--- src/rtl/debug_watchpoint_slot_manager_unit_defines.svh ---
// assertion helpers shared by the watchpoint slot manager
`ifndef DEBUG_WATCHPOINT_SLOT_MANAGER_UNIT_DEFINES_SVH
`define DEBUG_WATCHPOINT_SLOT_MANAGER_UNIT_DEFINES_SVH

// same-cycle implication, checked out of reset
`define DWSM_ASSERT_IMP(lbl, ante, cons, msg) \
  lbl: assert property (@(posedge clk_i) disable iff (!rst_ni) (ante) |-> (cons)) \
    else $error(msg);

// next-cycle implication, checked out of reset
`define DWSM_ASSERT_NXT(lbl, ante, cons, msg) \
  lbl: assert property (@(posedge clk_i) disable iff (!rst_ni) (ante) |=> (cons)) \
    else $error(msg);

`endif

--- src/rtl/dwsm_pkg.sv ---
package dwsm_pkg;

  localparam int unsigned SLOTS  = 4;
  localparam int unsigned SLOT_W = (SLOTS > 1) ? $clog2(SLOTS) : 1;

  localparam int unsigned KIND_BASE = 16;
  localparam int unsigned LEN_BASE  = 18;

  localparam logic [3:0] LEN_EIGHT      = 4'd8;
  localparam logic [1:0] LEN_CODE_EIGHT = 2'd2;

  typedef enum logic [2:0] {
    CMD_SET     = 3'd0,
    CMD_CLR_ONE = 3'd1,
    CMD_CLR_ALL = 3'd2,
    CMD_INSTALL = 3'd3,
    CMD_CHECK   = 3'd4
  } dwsm_cmd_e;

  localparam logic [2:0] STS_OK        = 3'd0;
  localparam logic [2:0] STS_ALREADY   = 3'd1;
  localparam logic [2:0] STS_FULL      = 3'd2;
  localparam logic [2:0] STS_INVALID   = 3'd3;
  localparam logic [2:0] STS_NOT_SET   = 3'd4;
  localparam logic [2:0] STS_ZERO_ADDR = 3'd5;

  localparam logic [2:0] REG_STATUS  = 3'd6;
  localparam logic [2:0] REG_CONTROL = 3'd7;

  typedef enum logic [3:0] {
    S_IDLE,
    S_SET_ZERO,
    S_SET_SCAN,
    S_SET_FIND,
    S_CLR_ONE,
    S_LIVE_SCAN,
    S_CLR_ALL,
    S_INS_BUILD,
    S_INS_ADDR,
    S_INS_STAT,
    S_INS_CTRL,
    S_RESP
  } dwsm_state_e;

  typedef struct packed {
    logic [2:0]  command;
    logic [63:0] watch_address;
    logic [1:0]  access_kind;
    logic [3:0]  watch_length;
    logic [2:0]  slot_number;
    logic [63:0] debug_reg_in;
  } dwsm_req_t;

  typedef struct packed {
    logic [2:0]  status;
    logic [1:0]  slot_used;
    logic        hit;
    logic        reg_write;
    logic [2:0]  reg_index;
    logic [63:0] reg_value;
    logic [63:0] saved_control_out;
    logic        last;
  } dwsm_res_t;

  typedef struct packed {
    logic      valid;
    dwsm_res_t res;
  } dwsm_emit_t;

  typedef struct packed {
    logic [63:0] a;
    logic [63:0] b;
  } dwsm_cmp_req_t;

  // length 8 maps to the 8-byte code, others to (len - 1) mod 4
  function automatic logic [1:0] len_code(input logic [3:0] len);
    logic [3:0] m1;
    m1 = len - 4'd1;
    if (len == LEN_EIGHT) begin
      return LEN_CODE_EIGHT;
    end
    return m1[1:0];
  endfunction

endpackage

--- src/rtl/dwsm_if.sv ---
interface dwsm_in_if import dwsm_pkg::*; ();
  logic      valid;
  logic      ready;
  dwsm_req_t payload;

  modport source (output valid, output payload, input ready);
  modport sink (input valid, input payload, output ready);
endinterface

interface dwsm_out_if import dwsm_pkg::*; ();
  logic      valid;
  logic      ready;
  dwsm_res_t payload;

  modport source (output valid, output payload, input ready);
  modport sink (input valid, input payload, output ready);
endinterface

--- src/rtl/debug_watchpoint_slot_manager_unit.sv ---
// Watchpoint slot manager: four slots of address, kind, length and a delete mark.
// in_i carries one command beat (set, clear one, clear all, install, check);
// out_o returns result beats, last marking the final beat of a command.
// Every command gives one beat, but an install with a slot active gives one address-register
// write per live slot, then a status write and a control write (up to six).
// One 64-bit comparator is shared by all scan steps, one slot per cycle while
// the receiver keeps up (the install write pass waits on it); steps per command:
//   set: zero check, duplicate scan, free-slot search
//   clear one: slot check, then a live-slot scan if in range; clear all: one pass
//   check, unknown commands and install with nothing active: the result beat only
//   install: build pass and write pass over all slots, then two writes
// in_i.ready is high only while no command is in progress; a new command is
// taken while the last result beat still sits in the output register.
// A stalled receiver holds the beat in the output register and the sequencer
// waits on it; nothing is dropped.
// Reset frees every slot, clears the active flag and the saved control word,
// and leaves the output channel empty.
`include "debug_watchpoint_slot_manager_unit_defines.svh"

module debug_watchpoint_slot_manager_unit import dwsm_pkg::*; (
  input  logic              clk_i,
  input  logic              rst_ni,
  dwsm_in_if.sink           in_i,
  dwsm_out_if.source        out_o
);

  dwsm_cmp_req_t cmp_req;
  logic          cmp_eq;
  dwsm_emit_t    emit;
  logic          out_free;
  logic          out_valid_q;
  dwsm_res_t     out_q;

  assign out_free = !out_valid_q || out_o.ready;

  dwsm_seq u_seq (
    .clk_i      (clk_i),
    .rst_ni     (rst_ni),
    .in_valid_i (in_i.valid),
    .in_req_i   (in_i.payload),
    .in_ready_o (in_i.ready),
    .cmp_req_o  (cmp_req),
    .cmp_eq_i   (cmp_eq),
    .emit_o     (emit),
    .out_free_i (out_free)
  );

  dwsm_cmp u_cmp (
    .req_i (cmp_req),
    .eq_o  (cmp_eq)
  );

  always_ff @(posedge clk_i or negedge rst_ni) begin
    if (!rst_ni) begin
      out_valid_q <= 1'b0;
    end else if (emit.valid) begin
      out_valid_q <= 1'b1;
    end else if (out_o.ready) begin
      out_valid_q <= 1'b0;
    end
  end

  always_ff @(posedge clk_i) begin
    if (emit.valid) begin
      out_q <= emit.res;
    end
  end

  assign out_o.valid   = out_valid_q;
  assign out_o.payload = out_q;

  `DWSM_ASSERT_NXT(a_busy_after_accept, in_i.valid && in_i.ready, !in_i.ready, "ready after accept")
  `DWSM_ASSERT_IMP(a_no_overwrite, emit.valid, out_free, "result beat overwritten")
  `DWSM_ASSERT_IMP(a_saved_enabled, out_valid_q && (out_q.saved_control_out != 64'd0), out_q.saved_control_out[7:0] != 8'd0, "saved control without enable")
  `DWSM_ASSERT_IMP(a_idle_write_zero, out_valid_q && !out_q.reg_write, (out_q.reg_index == 3'd0) && (out_q.reg_value == 64'd0), "register fields set without write")

endmodule

--- src/rtl/dwsm_cmp.sv ---
module dwsm_cmp import dwsm_pkg::*; (
  input  dwsm_cmp_req_t req_i,
  output logic          eq_o
);

  // one 64-bit equality compare, shared by every scan step
  assign eq_o = (req_i.a == req_i.b);

endmodule

--- src/rtl/dwsm_seq.sv ---
module dwsm_seq import dwsm_pkg::*; (
  input  logic          clk_i,
  input  logic          rst_ni,
  input  logic          in_valid_i,
  input  dwsm_req_t     in_req_i,
  output logic          in_ready_o,
  output dwsm_cmp_req_t cmp_req_o,
  input  logic          cmp_eq_i,
  output dwsm_emit_t    emit_o,
  input  logic          out_free_i
);

  dwsm_state_e       state_q, state_d;
  logic [SLOT_W-1:0] idx_q, idx_nx, rd_idx;
  logic              idx_last;
  dwsm_req_t         req_q;

  logic [63:0]       slot_addr_q [SLOTS];
  logic [1:0]        slot_kind_q [SLOTS];
  logic [3:0]        slot_len_q  [SLOTS];
  logic [SLOTS-1:0]  del_q;
  logic [SLOTS-1:0]  live_q;
  logic              any_active_q;
  logic              found_q;
  logic [63:0]       saved_ctl_q;
  logic [63:0]       ctl_q, ctl_nx;
  logic [2:0]        sts_q;
  logic [1:0]        slot_q;
  logic              hit_q;

  logic              accept;
  logic              slot_ok;
  logic              cur_del;
  logic              cur_live;
  logic              chk_hit;
  logic [1:0]        chk_slot;
  logic [5:0]        en_pos, kind_pos, len_pos;

  assign accept   = in_valid_i && in_ready_o;
  assign idx_last = (idx_q == SLOT_W'(SLOTS - 1));
  assign idx_nx   = idx_last ? '0 : idx_q + 1'b1;
  assign slot_ok  = (req_q.slot_number < 3'(SLOTS));
  assign rd_idx   = (state_q == S_CLR_ONE) ? req_q.slot_number[SLOT_W-1:0] : idx_q;
  assign cur_del  = del_q[rd_idx];
  assign cur_live = !cmp_eq_i && !cur_del;

  // lowest set hit bit wins
  always_comb begin
    chk_hit  = |in_req_i.debug_reg_in[3:0];
    chk_slot = 2'd0;
    priority if (in_req_i.debug_reg_in[0]) chk_slot = 2'd0;
    else if (in_req_i.debug_reg_in[1])     chk_slot = 2'd1;
    else if (in_req_i.debug_reg_in[2])     chk_slot = 2'd2;
    else if (in_req_i.debug_reg_in[3])     chk_slot = 2'd3;
    else                                   chk_slot = 2'd0;
  end

  // control word update for the slot under the scan pointer
  always_comb begin
    en_pos   = 6'({idx_q, 1'b1});
    kind_pos = 6'(KIND_BASE) + 6'({idx_q, 2'b00});
    len_pos  = 6'(LEN_BASE) + 6'({idx_q, 2'b00});
    ctl_nx   = ctl_q;
    if (cur_del) begin
      ctl_nx[en_pos] = 1'b0;
    end else if (!cmp_eq_i) begin
      ctl_nx[en_pos]        = 1'b1;
      ctl_nx[len_pos +: 2]  = len_code(slot_len_q[rd_idx]);
      ctl_nx[kind_pos +: 2] = slot_kind_q[rd_idx];
    end
  end

  always_comb begin
    state_d = state_q;
    unique case (state_q)
      S_IDLE: begin
        if (accept) begin
          unique case (in_req_i.command)
            CMD_SET:     state_d = S_SET_ZERO;
            CMD_CLR_ONE: state_d = S_CLR_ONE;
            CMD_CLR_ALL: state_d = S_CLR_ALL;
            CMD_INSTALL: state_d = any_active_q ? S_INS_BUILD : S_RESP;
            default:     state_d = S_RESP;
          endcase
        end
      end
      S_SET_ZERO:  state_d = cmp_eq_i ? S_RESP : S_SET_SCAN;
      S_SET_SCAN: begin
        if (cmp_eq_i && !cur_del) state_d = S_RESP;
        else if (idx_last)        state_d = S_SET_FIND;
      end
      S_SET_FIND:  if (cmp_eq_i || idx_last) state_d = S_RESP;
      S_CLR_ONE:   state_d = slot_ok ? S_LIVE_SCAN : S_RESP;
      S_LIVE_SCAN: if (idx_last) state_d = S_RESP;
      S_CLR_ALL:   if (idx_last) state_d = S_RESP;
      S_INS_BUILD: if (idx_last) state_d = S_INS_ADDR;
      S_INS_ADDR:  if (idx_last && (!live_q[idx_q] || out_free_i)) state_d = S_INS_STAT;
      S_INS_STAT:  if (out_free_i) state_d = S_INS_CTRL;
      S_INS_CTRL:  if (out_free_i) state_d = S_IDLE;
      S_RESP:      if (out_free_i) state_d = S_IDLE;
      default:     state_d = S_IDLE;
    endcase
  end

  always_comb begin
    in_ready_o  = (state_q == S_IDLE);
    cmp_req_o.a = slot_addr_q[rd_idx];
    cmp_req_o.b = '0;
    emit_o.valid                 = 1'b0;
    emit_o.res.status            = sts_q;
    emit_o.res.slot_used         = slot_q;
    emit_o.res.hit               = hit_q;
    emit_o.res.reg_write         = 1'b0;
    emit_o.res.reg_index         = '0;
    emit_o.res.reg_value         = '0;
    emit_o.res.saved_control_out = saved_ctl_q;
    emit_o.res.last              = 1'b1;
    unique case (state_q)
      S_SET_ZERO: cmp_req_o.a = req_q.watch_address;
      S_SET_SCAN: cmp_req_o.b = req_q.watch_address;
      S_INS_ADDR: begin
        emit_o.valid         = live_q[idx_q] && out_free_i;
        emit_o.res.status    = STS_OK;
        emit_o.res.slot_used = '0;
        emit_o.res.hit       = 1'b0;
        emit_o.res.reg_write = 1'b1;
        emit_o.res.reg_index = 3'(idx_q);
        emit_o.res.reg_value = slot_addr_q[rd_idx];
        emit_o.res.last      = 1'b0;
      end
      S_INS_STAT: begin
        emit_o.valid         = out_free_i;
        emit_o.res.status    = STS_OK;
        emit_o.res.slot_used = '0;
        emit_o.res.hit       = 1'b0;
        emit_o.res.reg_write = 1'b1;
        emit_o.res.reg_index = REG_STATUS;
        emit_o.res.last      = 1'b0;
      end
      S_INS_CTRL: begin
        emit_o.valid         = out_free_i;
        emit_o.res.status    = STS_OK;
        emit_o.res.slot_used = '0;
        emit_o.res.hit       = 1'b0;
        emit_o.res.reg_write = 1'b1;
        emit_o.res.reg_index = REG_CONTROL;
        emit_o.res.reg_value = ctl_q;
      end
      S_RESP:  emit_o.valid = out_free_i;
      default: ;
    endcase
  end

  always_ff @(posedge clk_i or negedge rst_ni) begin
    if (!rst_ni) begin
      state_q      <= S_IDLE;
      idx_q        <= '0;
      del_q        <= '0;
      any_active_q <= 1'b0;
      found_q      <= 1'b0;
      saved_ctl_q  <= '0;
      for (int i = 0; i < SLOTS; i++) begin
        slot_addr_q[i] <= '0;
        slot_kind_q[i] <= '0;
        slot_len_q[i]  <= '0;
      end
    end else begin
      state_q <= state_d;
      unique case (state_q)
        S_IDLE: begin
          if (accept) begin
            idx_q   <= '0;
            found_q <= 1'b0;
          end
        end
        S_SET_SCAN: begin
          if (!(cmp_eq_i && !cur_del)) begin
            // reclaim a slot pending delete
            if (cur_del) begin
              slot_addr_q[rd_idx] <= '0;
              slot_kind_q[rd_idx] <= '0;
              slot_len_q[rd_idx]  <= '0;
              del_q[rd_idx]       <= 1'b0;
            end
            idx_q <= idx_nx;
          end
        end
        S_SET_FIND: begin
          if (cmp_eq_i) begin
            slot_addr_q[rd_idx] <= req_q.watch_address;
            slot_kind_q[rd_idx] <= req_q.access_kind;
            slot_len_q[rd_idx]  <= req_q.watch_length;
            any_active_q        <= 1'b1;
          end else begin
            idx_q <= idx_nx;
          end
        end
        S_CLR_ONE: begin
          if (slot_ok && !cmp_eq_i) del_q[rd_idx] <= 1'b1;
          idx_q   <= '0;
          found_q <= 1'b0;
        end
        S_LIVE_SCAN: begin
          found_q <= found_q || cur_live;
          idx_q   <= idx_nx;
          if (idx_last && !(found_q || cur_live)) any_active_q <= 1'b0;
        end
        S_CLR_ALL: begin
          if (!cmp_eq_i) del_q[rd_idx] <= 1'b1;
          idx_q <= idx_nx;
          if (idx_last) any_active_q <= 1'b0;
        end
        S_INS_BUILD: begin
          idx_q <= idx_nx;
          if (idx_last) saved_ctl_q <= (ctl_nx[7:0] != 8'd0) ? ctl_nx : '0;
        end
        S_INS_ADDR: begin
          if (!live_q[idx_q] || out_free_i) idx_q <= idx_nx;
        end
        default: ;
      endcase
    end
  end

  always_ff @(posedge clk_i) begin
    unique case (state_q)
      S_IDLE: begin
        if (accept) begin
          req_q  <= in_req_i;
          ctl_q  <= in_req_i.debug_reg_in;
          sts_q  <= STS_OK;
          slot_q <= (in_req_i.command == CMD_CHECK) ? chk_slot : 2'd0;
          hit_q  <= (in_req_i.command == CMD_CHECK) && chk_hit;
        end
      end
      S_SET_ZERO: if (cmp_eq_i) sts_q <= STS_ZERO_ADDR;
      S_SET_SCAN: if (cmp_eq_i && !cur_del) sts_q <= STS_ALREADY;
      S_SET_FIND: begin
        if (cmp_eq_i)      slot_q <= 2'(idx_q);
        else if (idx_last) sts_q  <= STS_FULL;
      end
      S_CLR_ONE: begin
        if (!slot_ok)      sts_q <= STS_INVALID;
        else if (cmp_eq_i) sts_q <= STS_NOT_SET;
        else               sts_q <= STS_OK;
      end
      S_INS_BUILD: begin
        ctl_q          <= ctl_nx;
        live_q[rd_idx] <= cur_live;
      end
      default: ;
    endcase
  end

endmodule
--- src/flat_wrapper.sv ---
// flat-port wrapper written by rule: the top's interface ports become plain ports
module debug_watchpoint_slot_manager_unit_flat import dwsm_pkg::*;
  (clk_i, rst_ni, in_i_valid, in_i_payload, in_i_ready, out_o_valid, out_o_payload, out_o_ready);
  dwsm_in_if in_i_i ();
  dwsm_out_if out_o_i ();
  input  logic clk_i;
  input  logic rst_ni;
  input wire logic [$bits(in_i_i.valid)-1:0] in_i_valid;
  input wire logic [$bits(in_i_i.payload)-1:0] in_i_payload;
  output wire logic [$bits(in_i_i.ready)-1:0] in_i_ready;
  output wire logic [$bits(out_o_i.valid)-1:0] out_o_valid;
  output wire logic [$bits(out_o_i.payload)-1:0] out_o_payload;
  input wire logic [$bits(out_o_i.ready)-1:0] out_o_ready;
  assign in_i_i.valid = in_i_valid;
  assign in_i_i.payload = in_i_payload;
  assign in_i_ready = in_i_i.ready;
  assign out_o_valid = out_o_i.valid;
  assign out_o_payload = out_o_i.payload;
  assign out_o_i.ready = out_o_ready;
  debug_watchpoint_slot_manager_unit u_core (.clk_i(clk_i), .rst_ni(rst_ni), .in_i(in_i_i), .out_o(out_o_i));
endmodule
--- config.mk ---
export PLATFORM = sky130hd
export DESIGN_NAME = debug_watchpoint_slot_manager_unit_flat
export DESIGN_NICKNAME = d
export VERILOG_FILES = /design/src/rtl/dwsm_pkg.sv /design/src/rtl/dwsm_if.sv /design/src/rtl/debug_watchpoint_slot_manager_unit.sv /design/src/rtl/dwsm_cmp.sv /design/src/rtl/dwsm_seq.sv /design/src/flat_wrapper.sv
export VERILOG_INCLUDE_DIRS = /design/src /design/src/rtl
export SDC_FILE = /design/constraint.sdc
export NUM_CORES = 1
export LEC_CHECK = 0
export ABC_AREA = 1
export BUFFER_PORTS_ARGS = -buffer_cell sky130_fd_sc_hd__clkbuf_2
export CORE_MARGIN = 1.5
export CORE_UTILIZATION = 60
export DETAILED_ROUTE_END_ITERATION = 8
export MAX_ROUTING_LAYER = met4
export PLACE_DENSITY_LB_ADDON = 0.3
export SETUP_SLACK_MARGIN = 0.3
export SLEW_MARGIN = 20
export SYNTH_ARGS = -nofsm -noshare
export SYNTH_HDL_FRONTEND = slang
export SYNTH_SLANG_ARGS = --single-unit
--- constraint.sdc ---
create_clock -name clk_i -period 20.6 [get_ports clk_i]
set_clock_uncertainty 0.2 [all_clocks]
set_input_delay 1.03 -clock clk_i [delete_from_list [all_inputs] [get_ports clk_i]]
set_output_delay 1.03 -clock clk_i [all_outputs]
set_load 0.005 [all_outputs]
== After elaboration in Yosys (flattened, before gate mapping) ==
Cells that the tools add are included.

* Mux-type cells: 109
* Divide/modulo/power cells: 0
* Equal/unequal tests: 38
* Magnitude comparators: 8
* Multipliers: 0
* Shift operators: 4
* Bitwise gates (word level): 13
* Reduce and logical (&&, ||, !) cells: 49
* Add/sub/neg operators: 6

{| class="wikitable"
|+ Operators with widths
! operator !! number
|-
| $mux 256 || 3
|-
| $mux 64 || 9
|-
| $pmux 256 s2 || 1
|-
| $and 256x256->256 || 1
|-
| $bwmux 256 || 1
|-
| $not 256->256 || 1
|-
| $pmux 64 s2 || 2
|-
| $bmux 64 s2 || 1
|-
| $bwmux 64 || 2
|-
| $demux 64 s2 || 1
|-
| $shift 2x8->64 const A || 2
|-
| $shiftx 2x8->64 || 2
|-
| $mux 4 || 19
|-
| $and 64x64->64 || 1
|-
| $eq 64x64->1 || 1
|-
| $not 8->64 || 1
|-
| $or 64x8->64 || 1
|-
| $mux 16 || 3
|-
| $mux 2 || 20
|-
| $pmux 4 s10 || 1
|-
| $pmux 16 s2 || 1
|-
| $ne 2x2->1 const B || 15
|-
| $pmux 10 s3 || 1
|-
| $mux 8 || 3
|-
| 67 further kinds || 134
|}

* ROM bits: 0
* Register bits after elaboration: 643
* Memory bits (writable): 0
* Output and inout bits: 141
* Memories kept: 0
* Input bits: 144
* Latch bits: 0

== Logic depth before layout (Yosys ltp) ==
Gate-level depths: netlist (run 1).

* Depth in word-level cells: 20
* Gate-level depth with buffers: 29

== By module ==
A second synthesis (run 1) with hierarchy kept.

* Cell total of the unflattened synthesis: 3046
* Area total of the unflattened synthesis: 28314.7 sq um

{| class="wikitable"
|+ By module, submodules not included
! module !! seq. area each (sq um) !! times used !! area an instance (sq um) !! cells an instance
|-
| dwsm_seq || 13322.8 || 1 || 23198.5 || 2735
|-
| debug_watchpoint_slot_manager_unit || 4199.0 || 1 || 4219.0 || 144
|-
| dwsm_cmp || 0.0 || 1 || 897.1 || 167
|}

== Worst setup path before layout (run 1) ==
Ideal clock, no wire load.

* Path type: register to register
* Start point: register u_core.u_seq.idx_q[0]
* End point: register u_core.out_q, in the netlist u_core.out_o.payload[0], enable pin
* Slack: 12607 ps
* Library setup time: 639 ps
* Cell stages (with the launch flop): 8
* Buffers on the path: 1
* Arrival time: 7154 ps
* Cells stage by stage: dfrtp_1 > inv_1 > clkbuf_1 > nand2_1 > a32o_1 > nand2_1 > nand2_1 > nor2_1

{| class="wikitable"
|+ RTL lines
! item !! line !! text
|-
| from (decl) || dwsm_seq.sv:14 || <nowiki>logic [SLOT_W-1:0] idx_q, idx_nx, rd_idx;</nowiki>
|-
| from (signal assigned) || dwsm_seq.sv:185 || <nowiki>idx_q <= idx_nx;</nowiki>
|-
| from (signal assigned) || dwsm_seq.sv:195 || <nowiki>idx_q <= idx_nx;</nowiki>
|-
| from (signal assigned) || dwsm_seq.sv:205 || <nowiki>idx_q <= idx_nx;</nowiki>
|-
| to (signal assigned) || debug_watchpoint_slot_manager_unit.sv:65 || <nowiki>out_q <= emit.res;</nowiki>
|-
| to (decl) || debug_watchpoint_slot_manager_unit.sv:32 || <nowiki>dwsm_res_t out_q;</nowiki>
|}

== Final worst setup path (run 1) ==
* Start point: register u_core.u_seq.state_q[1]
* End point: register u_core.u_seq.slot_addr_q[40] (netlist bit)

* Word-level cells in the longest chain between the ends: 12
* Elaborated cells on any way between the ends: 33

{| class="wikitable"
|+ RTL lines
! item !! line !! text
|-
| from (decl) || dwsm_seq.sv:13 || <nowiki>dwsm_state_e state_q, state_d;</nowiki>
|-
| from (signal assigned) || dwsm_seq.sv:168 || <nowiki>state_q <= state_d;</nowiki>
|-
| branches (longest 12 deep; another with $bmux 64 s2) || - ||
|-
| to (signal, indexed assignment) || dwsm_seq.sv:190 || <nowiki>slot_addr_q[rd_idx] <= req_q.watch_address;</nowiki>
|-
| to (decl) || dwsm_seq.sv:18 || <nowiki>logic [63:0] slot_addr_q [SLOTS];</nowiki>
|}

Several ways; the timed one is not identified. The select of a mux whose other input is x is not followed.
A chain may end at the register's enable or synchronous reset.

==> results.sh, run 1 <==
export IMPL_yosysTopAreaCellShare=0.282
export IMPL_worstPathMaxFanout=79
export IMPL_synth_seq_area_share=0.553
export IMPL_grtUsageTotal=0.356
export IMPL_outcome="finished clean"
export IMPL_design_area_um2=35700
export IMPL_final_antenna_net_count=0
export IMPL_dp_hpwl_mm=60.1
export IMPL_synth_async_sr_flop_share=0.555
export IMPL_hold_path_class="in2async"
export IMPL_synth_cell_types=44
export IMPL_cts_root_buf="clkbuf_16"
export IMPL_reg2reg_depth=22
export IMPL_nFillCells=4295
export IMPL_rsz0062_at_grt="false"
export IMPL_initial_core_util=0.606
export IMPL_yosysWarnings=0
export IMPL_drv_slew=0
export IMPL_crit_arrival_ns=7.08
export IMPL_tns_ns=0
export IMPL_core_area_um2=52300
export IMPL_ctsResizeCount=0
export IMPL_grt_pass1_vias=25600
export IMPL_ios=285
export IMPL_synth_ff_type="dfrtp_1"
export IMPL_slew_headroom=0.298
export IMPL_grt_pass1_wl_mm=142
export IMPL_firstDrtPassIters=5
export IMPL_placed_area_um2=33400
export IMPL_syn_nets=3923
export IMPL_synth_edf_count=286
export IMPL_power_density_nw_per_um2=167
export IMPL_clk_transition_reported_paths_ns=0.06
export IMPL_worst_path_max_delay_cell="buf_4"
export IMPL_finalHoldViolCount=0
export IMPL_die_area_um2=54200
export IMPL_num_rows=84
export IMPL_drive_above_1_share=0.118
export IMPL_clockBufferDepth=3
export IMPL_drc_errors=0
export IMPL_syn_area_um2=31700
export IMPL_antenna_found_initial=2
export IMPL_post_cts_setup_buffer_count=0
export IMPL_ir_worst_vdd_mv=0.157
export IMPL_endpoint_kind="register"
export IMPL_path_common_cell="nand2_1"
export IMPL_port_buffers=284
export IMPL_numCtsBuffers=69
export IMPL_crit_required_ns=20.90
export IMPL_ys_ff_latch=643
export IMPL_synthCells=3770
export IMPL_tightestPinTransition_ns=1.05
export IMPL_nets=4116
export IMPL_critPathLaunchType="register"
export IMPL_synth_area_leaders="dfrtp_1, edfxtp_1, nand2_1"
export IMPL_synth_most_common_cell="nand2_1"
export IMPL_synthTopCellsByCount="nand2_1, dfrtp_1, inv_1, edfxtp_1, o21a_1"
export IMPL_drt_iter0_markers=2920
export IMPL_post_drt_wl_per_cell_um=19.5
export IMPL_totalWireLength_mm=92.0
export IMPL_period_share=0.329
export IMPL_path_cells="nor2_4, nand3_2, nand2_2, buf_4, nand2_1, nand2_1, nand2_1, nand4_1, nand2_1, nor2_1, nand2_1, nor2_1, nand2_1, nor2_2, nand2_4, nand2_2, nand3_2, nor2_4, buf_4, buf_4, nand2_1, o21a_1"
export IMPL_synth_top_area_cell="dfrtp_1"
export IMPL_holdBufCountCts=0
export IMPL_fp_dieH_um=233
export IMPL_cts_htree_levels=3
export IMPL_fmax_mhz=147
export IMPL_cts_tree="built"
export IMPL_setup_viol_count_final=0
export IMPL_clk_latency_ns=0.63
export IMPL_synth_area_per_cell_um2=8.41
export IMPL_routabilityCongestion=0.988
export IMPL_grt_overflow=0
export IMPL_clkSinkCount=643
export IMPL_leakagePower_nw=16.7
export IMPL_fin_ws_ns=13.82
export IMPL_critPathKind="reg2reg"
export IMPL_max_stage_delay_ns=0.81
export IMPL_die_w_um=233
export IMPL_via_count=27200
export IMPL_pre_cts_ws_ns=14.09
export IMPL_post_drt_via_cell_ratio=5.77
export IMPL_syn2layout_area_growth_pct=12.5
export IMPL_max_cap_violations=0
export IMPL_min_period_ns=6.78
export IMPL_grt_start_max_net_pins=125
==> per-stage QoR <==
stage           util  total power, W  hold slack (ns)  std cells
3_3_place_gp   0.638         0.00461            0.229       4580
4_1_cts        0.681         0.00593            0.219       4706
6_report       0.681         0.00596            0.193       4708
3_5_place_dp   0.638         0.00467            0.230       4580
5_1_grt        0.681         0.00635            0.243       4708
2_1_floorplan      -         0.00387            0.225       3770
==> cell usage in the layout, fill, tap and decap left out, types with 4 or more instances in the layout <==
cell type   instances
a21oi_1            20
a22oi_1             6
a31o_2             10
a32o_1             10
buf_4              33
bufinv_16           5
clkbuf_1            9
clkbuf_16          72
clkbuf_2          283
clkbuf_8            5
clkinv_1           14
clkinv_2           15
clkinvlp_4          4
dfrtp_1           357
edfxtp_1          286
ha_1                9
inv_1             293
inv_2               5
nand2_1          1501
nand2_4             6
nand3_1           179
nand3_2             4
nand4_1           107
nor2_1            210
nor2_4             11
nor3_1             10
o21a_1            251
o21ai_0           215
o21ai_1            44
o31ai_1             4
==> state kept, by name, indices dropped and copies added, names as in the netlist, 2 cells and up, named ones only <==
register,count
u_core.u_seq.slot_kind_q,8
u_core.u_seq.sts_q,3
u_core.u_seq.live_q,4
u_core.u_seq.slot_len_q,16
u_core.u_seq.saved_ctl_q,64
u_core.u_seq.req_q,73
u_core.u_seq.slot_q,2
u_core.u_seq.idx_q,2
u_core.u_seq.slot_addr_q,256
u_core.u_seq.state_q,4
u_core.out_o.payload,139
u_core.u_seq.ctl_q,64
==> cell families after synthesis <==
family / synth area share
simple gates: 0.263
flops: 0.553
compound gates: 0.116
buf+inv: 0.0654
fa+ha+maj: 0.00355
==> per-layer routing <==
| layer | part of all wire | track usage | wire [um] | up-vias |
|---|---|---|---|---|
| li1 | - | - | - | 12700 |
| met1 | 0.39 | 0.457 | 36100 | 12900 |
| met2 | 0.46 | 0.536 | 42300 | 1306 |
| met3 | 0.083 | 0.0521 | 7590 | 275 |
| met4 | 0.065 | 0.217 | 6020 | 0 |
| met5 | 0 | - | 0 | - |
==> worst paths after layout <==
check | endpoint | slack (ns) | start
worst max-delay path | u_core.u_seq.slot_addr_q[40] | 13.82 | u_core.u_seq.state_q[1]
worst min-delay path | u_core.u_seq.slot_addr_q[144] | 0.19 | rst_ni
worst max register to register | u_core.u_seq.slot_addr_q[40] | 13.82 | u_core.u_seq.state_q[1]
worst min register to register | u_core.out_o.payload[57] | 0.24 | u_core.u_seq.saved_ctl_q[56]
max in group asynchronous | u_core.u_seq.slot_addr_q[119] | 17.75 | rst_ni
min in group clk_i | u_core.out_o.payload[57] | 0.24 | u_core.u_seq.saved_ctl_q[56]
==> layout make-up <==
cell class	instances	area, um2	area share
clock inverters	40	360	0.0101
multi-input cells	2630	12200	0.342
repair buffers	317	1680	0.0471
well taps	688	861	0.0241
clock buffers	86	1900	0.0534
diodes	2	5.00	0.000140
flip-flops and latches	643	17500	0.491
inverters	302	1140	0.0319
==> power by group <==
group	leakage (nW)	total, W	switching (W)	internal, W
clock network	1.11	0.00125	0.000527	0.000723
registers	7.22	0.00212	0.000242	0.00187
logic	8.36	0.00260	0.00176	0.000840
==> critical path: cells and delay by family (launching register included) <==
kind / cells / cell delay [ns]
buffers and inverters: 3 / 2.19
flip-flops: 1 / 0.45
AND/OR/NAND/NOR: 18 / 3.49
AO/OA/AOI/OAI: 1 / 0.15
(Power assumes the default switching activity.)
==> run 2, diff against run 1 <==
- CORE_UTILIZATION: 60 -> 54
- clock period: 20.6 -> 5.6 ns (I/O delays scaled with it)
==> run 2 against run 1 <==
Final area increased by 5.8%. Power increased to 3.7 times the previous value. Critical path depth decreased by 1. Via count increased by 2.1%. Register-to-register slack got worse by 13 ns. Utilization decreased by 2.8 points. Final cell count increased by 5.3%. Die area increased by 11%. Setup slack got worse by 13 ns. Hold slack got worse by 0.14 ns. Highest routed layer unchanged.
==> results.sh, run 2 (same netlist as run 1, synthesis figures left out) <==
export IMPL_die_w_um=245
export IMPL_fmax_mhz=207
export IMPL_final_antenna_net_count=0
export IMPL_critPathKind="reg2reg"
export IMPL_hp_start="in_i_payload[137]"
export IMPL_r2r_start="u_core.u_seq.state_q[1]"
export IMPL_nets=4287
export IMPL_cts_root_buf="clkbuf_16"
export IMPL_hold_path_end="u_core.u_seq.state_q[0]"
export IMPL_holdBufCountCts=143
export IMPL_nFillCells=4708
export IMPL_grtUsageTotal=0.333
export IMPL_max_cap_violations=0
export IMPL_crit_arrival_ns=5.13
export IMPL_clk_latency_ns=0.62
export IMPL_endpoint_kind="register"
export IMPL_tns_ns=0
export IMPL_clk_transition_reported_paths_ns=0.06
export IMPL_initial_core_util=0.548
export IMPL_placed_area_um2=34000
export IMPL_totalWireLength_mm=96.6
export IMPL_grt_overflow=0
export IMPL_grt_pass1_wl_mm=149
export IMPL_drv_slew=0
export IMPL_clockBufferDepth=3
export IMPL_post_cts_setup_buffer_count=0
export IMPL_setup_viol_count_final=0
export IMPL_reg2reg_depth=21
export IMPL_die_area_um2=60200
export IMPL_num_rows=88
export IMPL_numCtsBuffers=71
export IMPL_grt_start_max_net_pins=147
export IMPL_leakagePower_nw=17.5
export IMPL_hold_path_class="in2reg"
export IMPL_design_area_um2=37800
export IMPL_critPathLaunchType="register"
export IMPL_core_area_um2=57800
export IMPL_largest_reg_flops=256
export IMPL_drc_errors=0
export IMPL_utilization=0.653
export IMPL_rsz0062_at_grt="false"
export IMPL_power_density_nw_per_um2=591
export IMPL_outcome="finished clean"
export IMPL_routabilityCongestion=0.991
export IMPL_syn2layout_area_growth_pct=19.1
export IMPL_worstPathMaxFanout=29
export IMPL_grt_pass1_vias=26600
export IMPL_post_drt_wl_per_cell_um=19.5
export IMPL_firstDrtPassIters=6
export IMPL_regToRegSetupSlack_ns=0.78
export IMPL_cts_htree_levels=3
export IMPL_whs_ns=0.0488
export IMPL_top_register="u_core.u_seq.slot_addr_q"
export IMPL_crit_required_ns=5.91
export IMPL_fp_dieH_um=245
export IMPL_layout_commonest_cell="nand2_1"
export IMPL_dp_hpwl_mm=63.5
export IMPL_tightestPinTransition_ns=0.907
export IMPL_ios=285
export IMPL_drive_above_1_share=0.119
export IMPL_cts_tree="built"
export IMPL_ctsResizeCount=0
export IMPL_slew_headroom=0.396
export IMPL_port_buffers=284
export IMPL_via_count=27700
export IMPL_period_share=0.862
export IMPL_finalHoldViolCount=0
export IMPL_ir_worst_vdd_mv=0.353
export IMPL_min_period_ns=4.82
export IMPL_post_drt_via_cell_ratio=5.59
export IMPL_antenna_found_initial=2
export IMPL_finalPower_w=0.0223
export IMPL_layout_common_cells="nand2_1, dfrtp_1, inv_1, edfxtp_1, clkbuf_2"
export IMPL_hold_path_cell_count=7
export IMPL_clkSinkCount=643
export IMPL_r2r_end="u_core.u_seq.slot_addr_q[31]"
export IMPL_drt_iter0_markers=2789
## run 2: where the power goes
group	switching, W	leakage [nW]	internal, W	total, W
sequential	0.000881	7.22	0.00689	0.00777
combinational	0.00653	9.18	0.00335	0.00988
clock	0.00198	1.13	0.00269	0.00467
## run 2: how the worst max path moves through the flow
stage	startpoint	end	slack, ns
2_1_floorplan	u_core.u_seq.state_q[1]	u_core.u_seq.hit_q	0.71
3_3_place_gp	u_core.u_seq.state_q[1]	u_core.u_seq.slot_addr_q[28]	1.01
3_5_place_dp	u_core.u_seq.state_q[1]	u_core.u_seq.slot_addr_q[31]	0.95
4_1_cts	u_core.u_seq.state_q[1]	u_core.u_seq.slot_addr_q[61]	0.91
5_1_grt	u_core.u_seq.state_q[1]	u_core.u_seq.saved_ctl_q[57]	0.59
6_report	u_core.u_seq.state_q[1]	u_core.u_seq.slot_addr_q[31]	0.78
## run 2: layout make-up
cell class	count	area [um2]	area share
Clock inverter	43	422	0.0112
Clock buffer	89	1890	0.0499
Inverter	302	1140	0.0301
Antenna cell	1	2.50	0.0000663
Timing Repair Buffer	486	3640	0.0964
Sequential cell	643	17500	0.464
Tap cell	765	957	0.0254
Multi-Input combinational cell	2630	12200	0.323
## run 2: stage by stage
step	cells	worst slack, ns
after global routing	4959	0.590
final	4959	0.775
after floorplan	3770	0.706
after CTS	4957	0.914
after global placement	4682	1.01
after detailed placement	4682	0.955
## run 2: critical path, stage by stage, from the launching register on
cell     delay, ns
dfrtp_1       0.45
nor2_4        0.29
nand3_2       0.34
buf_4         0.41
nand3_1       0.16
nand2_1       0.07
nand2_1       0.09
nand3_1       0.13
nand2_1       0.09
nand2_1       0.05
nor2_1        0.27
nand2_1       0.19
nor2_1        0.14
nand2_1       0.07
nor2_2        0.16
nand2_4       0.16
nand2_2       0.15
nand3_2       0.25
nor2_4        0.55
buf_4         0.29
nand2_1       0.07
o21a_1        0.11
## run 2: per-layer routing
layer  up-vias  share of wire  track usage
li1      13100              -            -
met1     13200           0.40        0.420
met2      1200           0.48        0.531
met3       257          0.071       0.0468
met4         0          0.053        0.163
met5         -              0            -
